### config.mk
export PLATFORM = sky130hd
export DESIGN_NAME = nmea_sentence_checker_unit
export DESIGN_NICKNAME = d
export VERILOG_FILES = /design/src/sv/nsc_pkg.sv /design/src/sv/nsc_line_parser.sv /design/src/sv/nsc_result_reg.sv /design/src/sv/nmea_sentence_checker_unit.sv
export SDC_FILE = /design/constraint.sdc
export NUM_CORES = 1
export LEC_CHECK = 0
export BUFFER_PORTS_ARGS = -buffer_cell sky130_fd_sc_hd__buf_2
export CELL_PAD_IN_SITES_DETAIL_PLACEMENT = 2
export CELL_PAD_IN_SITES_GLOBAL_PLACEMENT = 2
export CORE_UTILIZATION = 41
export CTS_CLUSTER_DIAMETER = 60
export DETAILED_ROUTE_END_ITERATION = 16
export GPL_TIMING_DRIVEN = 0
export PLACE_DENSITY = 0.83
export SYNTH_ARGS = -nofsm -noshare
export SYNTH_HDL_FRONTEND = slang
export SYNTH_SLANG_ARGS = --single-unit
### constraint.sdc
create_clock -name i_clk -period 12 [get_ports i_clk]
set_input_delay 0.6 -clock i_clk [delete_from_list [all_inputs] [get_ports i_clk]]
set_output_delay 0.6 -clock i_clk [all_outputs]
set_load 0.01 [all_outputs]
### src/sv/nsc_pkg.sv
// Shared constants, result record and helper functions for the sentence checker.
// No dependencies; imported by the parser, the result register and the top level.
`default_nettype none
package nsc_pkg;

    localparam int NSC_MAX_LINE = 1024;

    localparam logic [7:0] C_DOLLAR = 8'h24;
    localparam logic [7:0] C_STAR   = 8'h2A;
    localparam logic [7:0] C_COMMA  = 8'h2C;
    localparam logic [7:0] C_LF     = 8'h0A;
    localparam logic [7:0] C_CR     = 8'h0D;

    localparam logic [23:0] C_NAME_ENC = 24'h454E43;
    localparam logic [23:0] C_NAME_BAT = 24'h424154;
    localparam logic [23:0] C_NAME_STS = 24'h535453;
    localparam logic [23:0] C_NAME_ACK = 24'h41434B;
    localparam logic [23:0] C_NAME_ERR = 24'h455252;

    localparam logic [2:0] ST_OK        = 3'd0;
    localparam logic [2:0] ST_NO_DOLLAR = 3'd1;
    localparam logic [2:0] ST_NO_BODY   = 3'd2;
    localparam logic [2:0] ST_BAD_DIGIT = 3'd3;
    localparam logic [2:0] ST_MISMATCH  = 3'd4;
    localparam logic [2:0] ST_OVERFLOW  = 3'd5;

    localparam logic [2:0] CMD_ENC   = 3'd0;
    localparam logic [2:0] CMD_BAT   = 3'd1;
    localparam logic [2:0] CMD_STS   = 3'd2;
    localparam logic [2:0] CMD_ACK   = 3'd3;
    localparam logic [2:0] CMD_ERR   = 3'd4;
    localparam logic [2:0] CMD_OTHER = 3'd5;

    localparam logic KIND_PAYLOAD = 1'b0;
    localparam logic KIND_VERDICT = 1'b1;

    typedef struct packed {
        logic        kind;
        logic [7:0]  payload_byte;
        logic [2:0]  status;
        logic [2:0]  command;
        logic [7:0]  received_sum;
        logic [7:0]  computed_sum;
        logic [10:0] payload_length;
    } t_result;

    // Bit 4 flags a byte that is not a hex digit
    function automatic logic [4:0] hex_value(input logic [7:0] b);
        logic [4:0] v;
        v = 5'h10;
        if (b >= 8'h30 && b <= 8'h39) v = {1'b0, 4'(b - 8'h30)};
        else if (b >= 8'h41 && b <= 8'h46) v = {1'b0, 4'(b - 8'h37)};
        else if (b >= 8'h61 && b <= 8'h66) v = {1'b0, 4'(b - 8'h57)};
        return v;
    endfunction

    function automatic logic [2:0] command_code(input logic [23:0] letters,
                                                input logic [2:0] len);
        logic [2:0] c;
        c = CMD_OTHER;
        if (len == 3'd3) begin
            case (letters)
                C_NAME_ENC: c = CMD_ENC;
                C_NAME_BAT: c = CMD_BAT;
                C_NAME_STS: c = CMD_STS;
                C_NAME_ACK: c = CMD_ACK;
                C_NAME_ERR: c = CMD_ERR;
                default:    c = CMD_OTHER;
            endcase
        end
        return c;
    endfunction

endpackage
`default_nettype wire

### src/sv/nsc_line_parser.sv
// Per-line state and next-state logic: phase, running XOR, command letters and counts.
// Depends on nsc_pkg for character codes, status codes and the result record.
`default_nettype none
module nsc_line_parser
    import nsc_pkg::*;
#(
    parameter int MAX_LINE = NSC_MAX_LINE
) (
    input  wire logic       i_clk,
    input  wire logic       i_rst_n,
    input  wire logic       i_fire,
    input  wire logic [7:0] i_byte,
    output logic            o_has_result,
    output t_result         o_result
);
    localparam int LW = $clog2(MAX_LINE + 1);

    localparam logic [2:0] PH_START = 3'd0;
    localparam logic [2:0] PH_CR    = 3'd1;
    localparam logic [2:0] PH_SKIP  = 3'd2;
    localparam logic [2:0] PH_CMD   = 3'd3;
    localparam logic [2:0] PH_DATA  = 3'd4;
    localparam logic [2:0] PH_DIG1  = 3'd5;
    localparam logic [2:0] PH_DIG2  = 3'd6;
    localparam logic [2:0] PH_TAIL  = 3'd7;

    logic [2:0]    r_phase,      n_phase;
    logic [LW-1:0] r_line_count, n_line_count;
    logic [7:0]    r_xor_sum,    n_xor_sum;
    logic [23:0]   r_letters,    n_letters;
    logic [2:0]    r_cmd_len,    n_cmd_len;
    logic          r_body_seen,  n_body_seen;
    logic [LW-1:0] r_data_count, n_data_count;
    logic [7:0]    r_digits,     n_digits;
    logic          r_fault,      n_fault;

    logic          clear;
    logic [2:0]    status;
    logic [4:0]    hex;
    logic [LW+10:0] count_wide;

    assign hex        = hex_value(i_byte);
    assign count_wide = {11'b0, r_data_count};

    always_comb begin
        n_phase      = r_phase;
        n_line_count = r_line_count;
        n_xor_sum    = r_xor_sum;
        n_letters    = r_letters;
        n_cmd_len    = r_cmd_len;
        n_body_seen  = r_body_seen;
        n_data_count = r_data_count;
        n_digits     = r_digits;
        n_fault      = r_fault;
        clear        = 1'b0;
        status       = ST_OK;
        o_has_result = 1'b0;
        o_result     = '0;

        if (i_byte == C_LF) begin
            clear = 1'b1;
            unique case (r_phase)
                PH_START, PH_CR:  status = ST_OK;
                PH_SKIP:          status = ST_NO_DOLLAR;
                PH_CMD, PH_DATA:  status = ST_NO_BODY;
                PH_DIG1, PH_DIG2: status = r_body_seen ? ST_BAD_DIGIT : ST_NO_BODY;
                default: begin
                    if (!r_body_seen) status = ST_NO_BODY;
                    else if (r_fault) status = ST_BAD_DIGIT;
                    else status = (r_digits == r_xor_sum) ? ST_OK : ST_MISMATCH;
                end
            endcase
            // empty line: drop silently
            o_has_result = !(r_phase == PH_START || r_phase == PH_CR);
        end else if (r_line_count >= LW'(MAX_LINE)) begin
            clear        = 1'b1;
            status       = ST_OVERFLOW;
            o_has_result = 1'b1;
        end else begin
            n_line_count = r_line_count + 1'b1;
            unique case (r_phase)
                PH_START: begin
                    if (i_byte == C_DOLLAR) n_phase = PH_CMD;
                    else if (i_byte == C_CR) n_phase = PH_CR;
                    else n_phase = PH_SKIP;
                end
                PH_CR: n_phase = PH_SKIP;
                PH_CMD: begin
                    if (i_byte == C_STAR) begin
                        n_phase = PH_DIG1;
                    end else begin
                        n_xor_sum   = r_xor_sum ^ i_byte;
                        n_body_seen = 1'b1;
                        if (i_byte == C_COMMA) begin
                            n_phase = PH_DATA;
                        end else if (r_cmd_len < 3'd3) begin
                            n_letters = {r_letters[15:0], i_byte};
                            n_cmd_len = r_cmd_len + 1'b1;
                        end else begin
                            n_cmd_len = 3'd4;
                        end
                    end
                end
                PH_DATA: begin
                    if (i_byte == C_STAR) begin
                        n_phase = PH_DIG1;
                    end else begin
                        n_xor_sum    = r_xor_sum ^ i_byte;
                        n_body_seen  = 1'b1;
                        n_data_count = r_data_count + 1'b1;
                        o_has_result = 1'b1;
                    end
                end
                PH_DIG1: begin
                    if (hex[4]) n_fault = 1'b1;
                    else n_digits = {hex[3:0], 4'h0};
                    n_phase = PH_DIG2;
                end
                PH_DIG2: begin
                    if (hex[4]) n_fault = 1'b1;
                    else n_digits = {r_digits[7:4], hex[3:0]};
                    n_phase = PH_TAIL;
                end
                default: n_phase = r_phase;
            endcase
        end

        if (o_has_result) begin
            if (clear) begin
                o_result.kind           = KIND_VERDICT;
                o_result.status         = status;
                o_result.command        = command_code(r_letters, r_cmd_len);
                o_result.received_sum   = r_digits;
                o_result.computed_sum   = r_xor_sum;
                o_result.payload_length = count_wide[10:0];
            end else begin
                o_result.kind         = KIND_PAYLOAD;
                o_result.payload_byte = i_byte;
            end
        end

        if (clear) begin
            n_phase      = PH_START;
            n_line_count = '0;
            n_xor_sum    = '0;
            n_letters    = '0;
            n_cmd_len    = '0;
            n_body_seen  = 1'b0;
            n_data_count = '0;
            n_digits     = '0;
            n_fault      = 1'b0;
        end
    end

    always_ff @(posedge i_clk) begin
        if (!i_rst_n) begin
            r_phase      <= PH_START;
            r_line_count <= '0;
            r_xor_sum    <= '0;
            r_letters    <= '0;
            r_cmd_len    <= '0;
            r_body_seen  <= 1'b0;
            r_data_count <= '0;
            r_digits     <= '0;
            r_fault      <= 1'b0;
        end else if (i_fire) begin
            r_phase      <= n_phase;
            r_line_count <= n_line_count;
            r_xor_sum    <= n_xor_sum;
            r_letters    <= n_letters;
            r_cmd_len    <= n_cmd_len;
            r_body_seen  <= n_body_seen;
            r_data_count <= n_data_count;
            r_digits     <= n_digits;
            r_fault      <= n_fault;
        end
    end

endmodule
`default_nettype wire

### src/sv/nsc_result_reg.sv
// Output register holding one result request until the consumer takes it.
// Depends on nsc_pkg for the result record.
`default_nettype none
module nsc_result_reg
    import nsc_pkg::*;
(
    input  wire logic    i_clk,
    input  wire logic    i_rst_n,
    input  wire logic    i_load,
    input  wire t_result i_result,
    input  wire logic    i_ready,
    output logic         o_valid,
    output t_result      o_result
);
    logic    r_valid;
    t_result r_result;

    always_ff @(posedge i_clk) begin
        if (!i_rst_n) begin
            r_valid <= 1'b0;
        end else if (i_load) begin
            r_valid <= 1'b1;
        end else if (i_ready) begin
            r_valid <= 1'b0;
        end
    end

    always_ff @(posedge i_clk) begin
        if (i_load) begin
            r_result <= i_result;
        end
    end

    assign o_valid  = r_valid;
    assign o_result = r_result;

endmodule
`default_nettype wire

### src/sv/nmea_sentence_checker_unit.sv
// Sentence checker: input register, line parser, output register.
// Bytes wait in the input register; each result is loaded into the output register.
// Throughput: one byte per cycle while results are taken; set by the single
// parser update between the input and output registers.
// Reset (synchronous, active low) empties both registers and starts a new line.
`default_nettype none
module nmea_sentence_checker_unit
    import nsc_pkg::*;
#(
    parameter int MAX_LINE = NSC_MAX_LINE
) (
    input  wire logic        i_clk,
    input  wire logic        i_rst_n,
    input  wire logic        i_valid,
    output logic             o_ready,
    input  wire logic [7:0]  i_rx_byte,
    output logic             o_valid,
    input  wire logic        i_ready,
    output logic             o_kind,
    output logic [7:0]       o_payload_byte,
    output logic [2:0]       o_status,
    output logic [2:0]       o_command,
    output logic [7:0]       o_received_sum,
    output logic [7:0]       o_computed_sum,
    output logic [10:0]      o_payload_length
);
    logic       r_in_valid;
    logic [7:0] r_in_byte;
    logic       advance;
    logic       has_result;
    t_result    result;
    t_result    out_result;

    // advance the held byte whenever the output slot is free or draining
    assign advance = r_in_valid && (!o_valid || i_ready);
    assign o_ready = !r_in_valid || advance;

    always_ff @(posedge i_clk) begin
        if (!i_rst_n) begin
            r_in_valid <= 1'b0;
        end else if (o_ready) begin
            r_in_valid <= i_valid;
        end
    end

    always_ff @(posedge i_clk) begin
        if (o_ready && i_valid) begin
            r_in_byte <= i_rx_byte;
        end
    end

    nsc_line_parser #(
        .MAX_LINE(MAX_LINE)
    ) u_parser (
        .i_clk       (i_clk),
        .i_rst_n     (i_rst_n),
        .i_fire      (advance),
        .i_byte      (r_in_byte),
        .o_has_result(has_result),
        .o_result    (result)
    );

    nsc_result_reg u_out (
        .i_clk   (i_clk),
        .i_rst_n (i_rst_n),
        .i_load  (advance && has_result),
        .i_result(result),
        .i_ready (i_ready),
        .o_valid (o_valid),
        .o_result(out_result)
    );

    assign o_kind           = out_result.kind;
    assign o_payload_byte   = out_result.payload_byte;
    assign o_status         = out_result.status;
    assign o_command        = out_result.command;
    assign o_received_sum   = out_result.received_sum;
    assign o_computed_sum   = out_result.computed_sum;
    assign o_payload_length = out_result.payload_length;

endmodule
`default_nettype wire
Yosys cells after proc, flatten, opt, wreduce, memory -nomap -nowiden
Index checks and enable logic that the tools add are counted.
{"block": "totals", "out_inout_bits": 44, "input_bits": 12, "reg_bits": 122, "word_cells": 176}
{"block": "classes", "n_reduce_logical": 38, "n_lt_le_gt_ge": 8, "n_mux": 73, "addsub": 6, "eq_ne": 28, "bitwise": 2}
{"cell": "24-bit two-way mux", "n": 7}
{"cell": "24-bit by 23-bit == test with 1-bit output, second input constant", "n": 5}
{"cell": "11-bit two-way mux", "n": 8}
{"cell": "8-bit two-way mux", "n": 9}
{"cell": "3-bit two-way mux", "n": 20}
{"cell": "8-bit by 6-bit == test with 1-bit output, second input constant", "n": 3}
{"cell": "6-bit AND reduction", "n": 4}
{"cell": "11-bit by 1-bit adder with 11-bit output, second input constant", "n": 2}
{"cell": "1-bit two-way mux", "n": 20}
{"cell": "3-bit case mux with 6 select lines", "n": 1}
{"cell": "8-bit by 4-bit == test with 1-bit output, second input constant", "n": 2}
{"cell": "8-bit by 7-bit greater-or-equal comparator with 1-bit output, second input constant", "n": 2}
{"cell": "8-bit by 7-bit less-or-equal comparator with 1-bit output, second input constant", "n": 2}
{"cell": "8-bit case mux with 2 select lines", "n": 1}
{"cell": "2-bit nonzero test", "n": 8}
{"cell": "5-bit two-way mux", "n": 3}
{"cell": "3-bit case mux with 5 select lines", "n": 1}
{"cell": "5-bit AND reduction", "n": 3}
{"cell": "2-bit by 1-bit inequality test with 1-bit output, second input constant", "n": 6}
{"cell": "3-bit case mux with 4 select lines", "n": 1}
{"cell": "11-bit greater-or-equal comparator, second input constant", "n": 1}
{"cell": "3-bit by 2-bit == test with 1-bit output, second input constant", "n": 3}
{"cell": "3-bit == test, second input constant", "n": 3}
{"cell": "8-bit == test", "n": 1}
{"cell": "24 further kinds", "n": 39}

Longest topological paths before layout
Gate-level depths: netlist (run 1).
{"block": "logic_depth", "ltp_word": 10, "depth_mapped": 10, "ltp_nobuf": 7}

By module
From an unflattened synthesis (run 1), not the netlist that was laid out.
{"block": "unflattened", "hier_cells": 514, "area_unflattened_um2": 5555.3}
{"module": "nsc_line_parser", "cells_each": 453, "n_inst": 1, "area_per_inst_um2": 3928.8, "seq_area_each_um2": 1401.3}
{"module": "nsc_result_reg", "cells_each": 45, "n_inst": 1, "area_per_inst_um2": 1302.5, "seq_area_each_um2": 1281.2}
{"module": "nmea_sentence_checker_unit", "cells_each": 16, "n_inst": 1, "area_per_inst_um2": 324.1, "seq_area_each_um2": 260.2}

Worst setup path after synthesis (run 1)
Ideal clock, no wire load.
{"block": "synth_path", "path_kind": "reg2reg", "startpoint": "register r_in_byte[0]", "endpoint": "register u_out.r_result (netlist bit u_out.o_result[0]) (enable)", "setup_ns": 0.521, "slack_ns": 6.628, "required_time_ns": 11.479, "n_path_buf": 2, "synth_period_minus_slack_ns": 5.372, "arrival_ns": 4.851, "stages_incl_launch_ff": 9, "path_cell_list": "edfxtp_1 -> inv_1 -> ha_1 -> and3b_1 -> buf_2 -> a21oi_1 -> clkbuf_1 -> and2_4 -> a311oi_1"}
{"block": "synth_between", "elab_chain_len": 6, "word_cells_on_any_way": 7, "cone_classes": "eq/ne: 2; mux: 4; reduce/logical: 1"}
{"item": "from (decl)", "line": "nmea_sentence_checker_unit.sv:28", "text": "logic [7:0] r_in_byte;"}
{"item": "from (signal assigned)", "line": "nmea_sentence_checker_unit.sv:48", "text": "r_in_byte <= i_rx_byte;"}
{"item": "8-bit by 6-bit == test with 1-bit output", "line": "nsc_line_parser.sv:105", "text": "if (i_byte == C_STAR) begin"}
{"item": "1-bit two-way mux", "line": "nsc_line_parser.sv:105"}
{"item": "1-bit two-way mux", "line": "nsc_line_parser.sv:81", "text": "unique case (r_phase)"}
{"item": "1-bit two-way mux", "line": "nsc_line_parser.sv:75", "text": "end else if (r_line_count >= LW'(MAX_LINE)) begin"}
{"item": "1-bit two-way mux (*)", "line": "nsc_line_parser.sv:60", "text": "if (i_byte == C_LF) begin"}
{"item": "1-bit logical AND (*)", "line": "nmea_sentence_checker_unit.sv:66", "text": ".i_load (advance && has_result),"}
{"item": "named net u_out.i_load", "line": "nsc_result_reg.sv:9", "text": "input wire logic i_load,"}
{"item": "to (signal assigned)", "line": "nsc_result_reg.sv:30", "text": "r_result <= i_result;"}
{"item": "to (decl)", "line": "nsc_result_reg.sv:16", "text": "t_result r_result;"}
The timed path passes the listed nets; every way through them passes the cells marked *.
A chain may end at the register's enable or synchronous reset.

Final worst setup path (run 1)
{"block": "layout_path", "startpoint": "register r_in_byte[0]", "endpoint": "register u_out.r_result (netlist bit u_out.o_result[29]) (enable)"}
The elaborated chain is that of the path after synthesis.

==> flow_summary.toml, run 1 <==
[sta]
slew_headroom_pct = 51.25
rsz0062_at_grt = "no"
tightest_slew_ns = 0.7313
timing.fmax_mhz = 275.5
setup_viol = 0
whs_ns = 0.3471
hold_violations = 0
finalSetupTns_ns = 0
final.period_utilization_pct = 30.25
maxSlewViolCount = 0
clock_skew_ns = 0.01145
finalCriticalPeriod_ns = 3.630

[clocking]
cts_setup_buffers = 0
clk_latency_ns = 0.43
cts_root_buf = "clkbuf_16"
numCtsBuffers = 17
hold_buffers = 0
cts_tree = "yes"
clock_path_buffers = 2
clock-sinks = 122
cts_resized = 0
htree_levels = 4
path_clk_slew_ns = 0.06

[global_route]
grt_pass1_vias = 5120
track_usage_pct = 27.57
grt_pass1_wl_um = 29080
grt_max_degree = 23
antenna_found_initial = 0
gr-total-overflow = 0

[floorplanning]
die_h_um = 118.2
io_pins = 56
die_area_sq_mm = 0.01398
fp.dieW_um = 118.2
core-area_sq_mm = 0.01319
fp-row-count = 42
start_util_pct = 42.00

[finish]
final_cell_mix = "dfxtp_1, buf_2, edfxtp_1"
nets = 624
antenna_cells = 0
area_growth_pct = 20.53
num-fill-cells = 1357
final_common_cell = "dfxtp_1"
drive_above_1_share_pct = 19.02

[yosys]
yosys-top-cells-area = "edfxtp_1, dfxtp_1, and2_1"
yosys_register_bits = 122
synthArstFlopShare_pct = 0
synth_ff_type = "dfxtp_1"
synth_warnings = 0
postSynthCellCount = 526
avgSynthCellArea_sq_um = 10.53
synth-edff-count = 50
synth_area_sq_mm = 0.005540
synth_fp_nets = 548
ys_seq_area_share_pct = 53.12
synth_top_area_cell = "edfxtp_1"
synth_cell_types = 65
synth_top_area_share_pct = 27.10

[status]
status = "finished, final reports clean"

[routing]
wire_per_inst_um = 22.80
viasPerCell = 5.880
drc = 0
vias = 4651
postRouteWirelength_um = 18040
drt_iter0_markers = 218
antenna_left = 0
drt_pre_antenna_iters = 4

[power_and_ir_drop]
p_leak_nw = 2.432
power_density_mw_per_mm2 = 147.0
vdd_ir_drop_max_mv = 0.09614

[place]
dp_hpwl_um = 12180
portBuffers = 55
place_congestion = 0.8576

[hold_path]
hp-class = "in2reg"

[worst_setup_path]
arrival_ns = 3.75
critPathKind = "reg2reg"
cp_max_fo = 22
worstPathRequired_ns = 12.12
endpoint_kind = "flop"
critPathLaunchType = "flop"

[flow_run]
max_cap_viol_count = 0
## worst paths after layout
| path | from | end | slack [ns] | cells after the start |
|---|---|---|---|---|
| worst max-delay path | r_in_byte[0] | u_out.o_result[29] | 8.37 | 10 |
| worst max register to register | r_in_byte[0] | u_out.o_result[29] | 8.37 | 10 |
| worst min-delay path | i_rx_byte[3] | r_in_byte[3] | 0.35 | 1 |
| worst min register to register | u_parser.r_line_count[1] | u_parser.r_line_count[1] | 0.49 | 2 |
## area by class of cell
class	count	area, sq um	share of cell area [%]
Clock inverter	8	50.05	0.7495
Tap cell	176	220.2	3.298
Sequential cell	122	2943	44.07
Buffer	28	115.1	1.724
Inverter	13	48.80	0.7307
Clock buffer	24	544.3	8.151
Timing Repair Buffer	57	305.3	4.572
Multi-Input combinational cell	363	2451	36.71
## through the flow
stage / setup WS, ns / util, % / total power (W) / instance area [sq um] / std cells
2_1_floorplan: 6.628 / - / 0.0004655 / 5540 / 526
3_3_place_gp: 4.879 / 45.76 / 0.0004795 / 6036 / 757
3_5_place_dp: 8.499 / 46.12 / 0.0004815 / 6083 / 759
4_1_cts: 8.407 / 50.63 / 0.0009881 / 6678 / 791
5_1_grt: 8.255 / 50.63 / 0.001009 / 6678 / 791
6_report: 8.370 / 50.63 / 0.0009819 / 6678 / 791
## power by group
group	internal, W	total, W	switching, W
logic	0.00000999	0.0000363	0.0000263
registers	0.000433	0.000438	0.00000526
clock network	0.000316	0.000508	0.000192
total	0.000759	0.000982	0.000223
## critical path, stage by stage, from the launching register on
cell      delay [ns]
edfxtp_1        0.53
inv_1           0.31
ha_1            0.24
and3b_1         0.18
buf_2           0.22
a21oi_1         0.19
clkbuf_1        0.29
and2_4          0.27
a311oi_4        0.60
buf_8           0.26
buf_8           0.21
## metal layers
metal,routed length [um],GRT usage (%),vias up,share of wire (%)
li1,-,-,2130,-
met1,7989,33.76,2396,44
met2,9104,46.80,97,50
met3,584,6.081,28,3.2
met4,358,11.38,0,2.0
met5,0,0,-,0
## sequential cells by signal (all words and copies together) (netlist names), 8 cells and up
signal                 flops
u_parser.r_data_count     11
u_parser.r_line_count     11
r_in_byte                  8
u_out.o_result            42
u_parser.r_letters        24
u_parser.r_digits          8
u_parser.r_xor_sum         8
## cell families (layout without fill, tap and decap cells)
family                   after synthesis  count (layout)  synth area share, %
XOR/XNOR                              18              18                2.846
buffers and inverters                 41             130                2.958
AND/OR/NAND/NOR                      194             194                20.75
flip-flops                           122             122                53.12
AO/OA/AOI/OAI                        138             138                17.48
adder cells (fa/ha/maj)               10              10                2.258
multiplexers                           3               3               0.5872
## cells in the mapped netlist (4+ instances only)
| cell | instances |
|---|---|
| or4_1 | 5 |
| nor2b_1 | 5 |
| and2_1 | 36 |
| dfxtp_1 | 72 |
| clkbuf_1 | 20 |
| edfxtp_1 | 50 |
| nor2_1 | 24 |
| ha_1 | 10 |
| xnor2_1 | 12 |
| nand2_1 | 32 |
| o41ai_1 | 6 |
| a21boi_0 | 8 |
| nor4_1 | 6 |
| o21a_1 | 5 |
| o211ai_1 | 6 |
| or4b_2 | 4 |
| a22o_1 | 24 |
| o21ai_0 | 28 |
| inv_1 | 12 |
| nand4b_1 | 5 |
| a21oi_1 | 29 |
| nand3_1 | 16 |
| nand4_1 | 12 |
| and3_1 | 4 |
| xor2_1 | 6 |
| o2bb2ai_1 | 4 |
| buf_2 | 8 |
| or3_1 | 5 |
| nand2b_1 | 9 |
| nor3_1 | 9 |
No activity file was read; power rests on OpenSTA's default activity.
==> inputs of run 2 (changes only) <==
--- a/config.mk
+++ b/config.mk
@@ -8,11 +8,11 @@
 export BUFFER_PORTS_ARGS = -buffer_cell sky130_fd_sc_hd__buf_2
 export CELL_PAD_IN_SITES_DETAIL_PLACEMENT = 2
 export CELL_PAD_IN_SITES_GLOBAL_PLACEMENT = 2
-export CORE_UTILIZATION = 41
+export CORE_UTILIZATION = 35
 export CTS_CLUSTER_DIAMETER = 60
 export DETAILED_ROUTE_END_ITERATION = 16
 export GPL_TIMING_DRIVEN = 0
-export PLACE_DENSITY = 0.83
+export PLACE_DENSITY = 0.75
 export SYNTH_ARGS = -nofsm -noshare
 export SYNTH_HDL_FRONTEND = slang
 export SYNTH_SLANG_ARGS = --single-unit
==> constraint.sdc (replaced) <==
create_clock -name i_clk -period 3.1 [get_ports i_clk]
set_input_delay 0.155 -clock i_clk [delete_from_list [all_inputs] [get_ports i_clk]]
set_output_delay 0.155 -clock i_clk [all_outputs]
set_load 0.01 [all_outputs]
==> flow_summary.toml, run 2 (synthesis results as in run 1) <==
[sta]
hold_violations = 0
slew_headroom_pct = 55.28
whs_ns = 0.09972
clock_skew_ns = 0.008997
maxSlewViolCount = 0
setup_viol = 0
rsz0062_at_grt = "no"
finalCriticalPeriod_ns = 2.885
final.period_utilization_pct = 93.07
tightest_slew_ns = 0.6708
timing.fmax_mhz = 346.6

[global_route]
gr-total-overflow = 0
grt_max_degree = 22
grt_pass1_wl_um = 27030
track_usage_pct = 22.18
antenna_found_initial = 1
grt_pass1_vias = 4943

[finish]
nets = 634
area_growth_pct = 23.64
final_common_cell = "dfxtp_1"
antenna_cells = 0
drive_above_1_share_pct = 18.91
multi_input_area_sq_mm = 0.002457
regArea_sq_mm = 0.002943
fin_util_pct = 44.73
num-fill-cells = 1590
final_cell_mix = "dfxtp_1, buf_2, edfxtp_1"
largest_reg_flops = 42

[clocking]
clock_path_buffers = 2
clock-sinks = 122
path_clk_slew_ns = 0.06
cts_tree = "yes"
htree_levels = 4
clk_latency_ns = 0.43
numCtsBuffers = 17
cts_root_buf = "clkbuf_16"

[worst_setup_path]
reg2reg_depth = 8
cp_max_fo = 10
arrival_ns = 3.26
critPathLaunchType = "flop"
worstPathRequired_ns = 3.48
endpoint_kind = "flop"
r2r_start = "r_in_byte[1]"
r2r-end = "u_parser.r_letters[6]"
r2r_slack_ns = 0.21
critPathKind = "reg2reg"

[power_and_ir_drop]
p_leak_nw = 2.474
power_density_mw_per_mm2 = 559.6
vdd_ir_drop_max_mv = 0.3870
design_power_total_w = 0.003833

[place]
dp_hpwl_um = 12060
place_congestion = 0.8494
portBuffers = 55

[routing]
drt_iter0_markers = 185
postRouteWirelength_um = 16740
vias = 4513
viasPerCell = 5.405
wire_per_inst_um = 20.05
antenna_left = 0
drt_pre_antenna_iters = 5
drc = 0

[hold_path]
hp-class = "in2reg"
worstHoldEndpoint = "u_parser.r_phase[1]"
whs_path_depth = 3
worst_hold_startpoint = "i_rst_n"

[floorplanning]
die_area_sq_mm = 0.01634
core-area_sq_mm = 0.01531
fp.dieW_um = 127.8
fp-row-count = 45
io_pins = 56
start_util_pct = 36.18
die_h_um = 127.8

[flow_run]
max_cap_viol_count = 0

[status]
status = "finished, final reports clean"
==> run 2: cell count changes in the layout (fill, tap and decap cells not counted), moves of 2 or more <==
cell           before  now
dlygate4sd3_1       0    9
clkinv_4            0    3
buf_6               0    2
clkbuf_8            5    1
clkbuf_16          19   17
buf_2              63   61
clkinv_1            1    3
inv_4               3    0
bufinv_16           0    3
==> run 2: worst max-delay path by stage <==
stage | cells after the start | slack [ns] | start | endpoint
finish | 8 | 0.21 | r_in_byte[1] | u_parser.r_letters[6]
global route | 8 | 0.04 | r_in_byte[1] | u_parser.r_letters[9]
CTS | 8 | 0.16 | r_in_byte[1] | u_parser.r_letters[13]
detailed placement | 10 | -0.09 | r_in_byte[0] | u_out.o_result[27]
global placement | 8 | -0.79 | r_in_byte[0] | u_out.o_result[28]
floorplan | 8 | -0.04 | r_in_byte[0] | u_out.o_result[0]
==> run 2: layout make-up <==
type | instances | area share (%)
well taps | 211 | 3.854
clock buffers | 19 | 6.320
multi-input cells | 363 | 35.87
clock inverters | 12 | 2.192
plain buffers | 28 | 2.027
inverters | 13 | 0.7123
flip-flops and latches | 122 | 42.96
repair buffers | 67 | 6.064
==> run 2: stage by stage <==
step / TNS [ns] / cells / worst slack, ns / area [sq um]
after global routing: 0 / 835 / 0.04293 / 6850
after detailed placement: -1.818 / 794 / -0.08776 / 6168
after global placement: -33.51 / 792 / -0.7888 / 6126
after CTS: 0 / 835 / 0.1627 / 6849
final: 0 / 835 / 0.2150 / 6850
after floorplan: -1.662 / 526 / -0.03957 / 5587
==> run 2: where the power goes <==
part / leakage [nW] / internal, W / switching (W)
logic: 1.09 / 0.0000470 / 0.000102
registers: 1.10 / 0.00167 / 0.0000199
clock network: 0.282 / 0.00125 / 0.000736
total: 2.47 / 0.00297 / 0.000859
==> run 2: critical path: stages, from the launching register on <==
cell	delay, ns
edfxtp_1	0.53
inv_1	0.20
ha_1	0.26
mux2_2	0.29
a31oi_1	0.39
nand2_1	0.18
nor3b_2	0.38
clkbuf_1	0.40
a22o_1	0.20
==> run 2: what timing repair did <==
action,in CTS,in global routing
hold buffers,9,0
hold endpoints to repair,9,0
setup buffers,1,0
resized for setup,0,2
pin swaps,1,0
setup endpoints to repair,21,6
==> run 2: layer usage <==
layer / routed length, um / GRT usage (%) / vias to the layer above
li1: - / - / 2147
met1: 7621 / 27.26 / 2246
met2: 8094 / 36.73 / 88
met3: 647 / 6.260 / 30
met4: 367 / 8.720 / 2
met5: 8 / 0 / -
==> inputs of run 3 (changes only) <==
--- a/config.mk
+++ b/config.mk
@@ -8,11 +8,12 @@
 export BUFFER_PORTS_ARGS = -buffer_cell sky130_fd_sc_hd__buf_2
 export CELL_PAD_IN_SITES_DETAIL_PLACEMENT = 2
 export CELL_PAD_IN_SITES_GLOBAL_PLACEMENT = 2
-export CORE_UTILIZATION = 35
+export CORE_UTILIZATION = 36
+export CTS_BUF_LIST = sky130_fd_sc_hd__clkbuf_2
 export CTS_CLUSTER_DIAMETER = 60
 export DETAILED_ROUTE_END_ITERATION = 16
 export GPL_TIMING_DRIVEN = 0
-export PLACE_DENSITY = 0.75
+export PLACE_DENSITY = 0.77
 export SYNTH_ARGS = -nofsm -noshare
 export SYNTH_HDL_FRONTEND = slang
 export SYNTH_SLANG_ARGS = --single-unit
==> flow_summary.toml, run 3 (synthesis results as in run 1) <==
[worst_setup_path]
r2r-end = "u_parser.r_letters[11]"
cp_max_fo = 10
path_delay_family = "buffers and inverters"
crit_path_cell_trace = "inv_1, ha_1, mux2_2, a31oi_1, nand2_1, nor3b_2, clkbuf_1, a22o_1"
cp_slowest_cell = "edfxtp_1"
cp.buffers_inverters = 2
critPathKind = "reg2reg"
worstSetupStartpoint = "r_in_byte[1]"
r2r_start = "r_in_byte[1]"
reg2reg_depth = 8
r2r_slack_ns = 0.18
endpoint_kind = "flop"
max_stage_delay_ns = 0.56
arrival_ns = 3.61
critPathLaunchType = "flop"
worstPathRequired_ns = 3.79

[place]
place_ws_ns = -0.08877
dp_hpwl_um = 12300
dp_cells = 767
portBuffers = 55
place_congestion = 0.8379

[routing]
drc = 0
antenna_left = 0
vias = 4572
drt_iter0_markers = 234
wire_per_inst_um = 20.78
drt_pre_antenna_iters = 4
postRouteWirelength_um = 16890
viasPerCell = 5.624

[floorplanning]
die_area_sq_mm = 0.01589
io_pins = 56
core-area_sq_mm = 0.01475
start_util_pct = 37.55
fp-row-count = 44
fp.dieW_um = 126.1
die_h_um = 126.1

[status]
status = "finished, final reports clean"

[power_and_ir_drop]
p_leak_nw = 2.347
power_density_mw_per_mm2 = 456.0
design_power_total_w = 0.002968
vdd_ir_drop_max_mv = 0.2207

[sta]
slew_headroom_pct = 52.68
setup_viol = 0
clock_skew_ns = 0.02991
final.period_utilization_pct = 94.31
rsz0062_at_grt = "no"
hold_violations = 0
timing.fmax_mhz = 342.0
finalCriticalPeriod_ns = 2.924
finalSetupTns_ns = 0
worst_slack_ns = 0.1764
maxSlewViolCount = 0
tightest_slew_ns = 0.7098

[finish]
final_common_cell = "dfxtp_1"
area_growth_pct = 17.50
drive_above_1_share_pct = 19.43
final_cell_mix = "dfxtp_1, buf_2, edfxtp_1"
finalNonFillerCells = 813
nets = 637
largest_reg_flops = 42
fin_util_pct = 44.12

[clocking]
clock_path_buffers = 2
htree_levels = 4
clock-sinks = 122
numCtsBuffers = 17
cts_resized = 0
path_clk_slew_ns = 0.19
cts_root_buf = "clkbuf_2"
clk_latency_ns = 0.75
cts_tree = "yes"

[global_route]
gr-total-overflow = 0
grt_max_degree = 22
antenna_found_initial = 1
grt_pass1_wl_um = 27470
grt_pass1_vias = 5033
track_usage_pct = 22.55

[hold_path]
whs_path_depth = 2
hp-class = "in2reg"
worst_hold_startpoint = "i_rx_byte[4]"
worstHoldEndpoint = "r_in_byte[4]"

[flow_run]
max_cap_viol_count = 0
==> run 3: worst register-to-register path: stages (launching register included) <==
cell and delay (ns):
edfxtp_1 0.56, inv_1 0.21, ha_1 0.24, mux2_2 0.29, a31oi_1 0.36, nand2_1 0.16, nor3b_2 0.38, clkbuf_1 0.47
a22o_1 0.22
==> run 3: power by group <==
part           switching [W]  total (W)  internal, W
Combinational       0.000102   0.000152    0.0000493
Sequential         0.0000196    0.00169      0.00167
Clock               0.000672    0.00112     0.000451
==> run 3: area by class of cell <==
type                            instances  area (sq um)
Multi-Input combinational cell        363          2457
Inverter                               13         48.80
Tap cell                              184         230.2
Clock inverter                         15         172.7
Sequential cell                       122          2943
Timing Repair Buffer                   70         432.9
Buffer                                 28         137.6
Fill cell                            1583          8244
Antenna cell                            1         2.502
Clock buffer                           17         85.08
==> run 3: how the worst max path moves through the flow <==
stage                                        end  slack, ns  depth (start not counted)
after detailed placement      u_out.o_result[29]      -0.09                         10
after floorplan                u_out.o_result[0]      -0.04                          8
after global routing      u_parser.r_letters[19]       0.01                          8
after global placement        u_out.o_result[28]      -0.77                          8
final                     u_parser.r_letters[11]       0.18                          8
after CTS                       u_parser.r_fault       0.19                          9
==> run 3: metrics by stage <==
step	area, sq um	hold slack, ns
detailed placement	6122	0.3338
global route	6510	0.07414
CTS	6507	0.04781
floorplan	5587	0.2539
finish	6510	0.1070
global placement	6092	0.3339
==> run 3: metal layers <==
metal  vias to the layer above  track usage [%]  routed length, um
met1                      2319            27.76               7565
met3                        16            5.055                669
met5                         -                0                  0
met2                        89            38.87               8425
met4                         0            7.583                234
li1                       2148                -                  -
==> run 3: repair_timing <==
item	CTS	global route
setup buffers	1	0
setup endpoints to repair	21	0
hold buffers	12	0
endpoints found under the hold margin	33	0
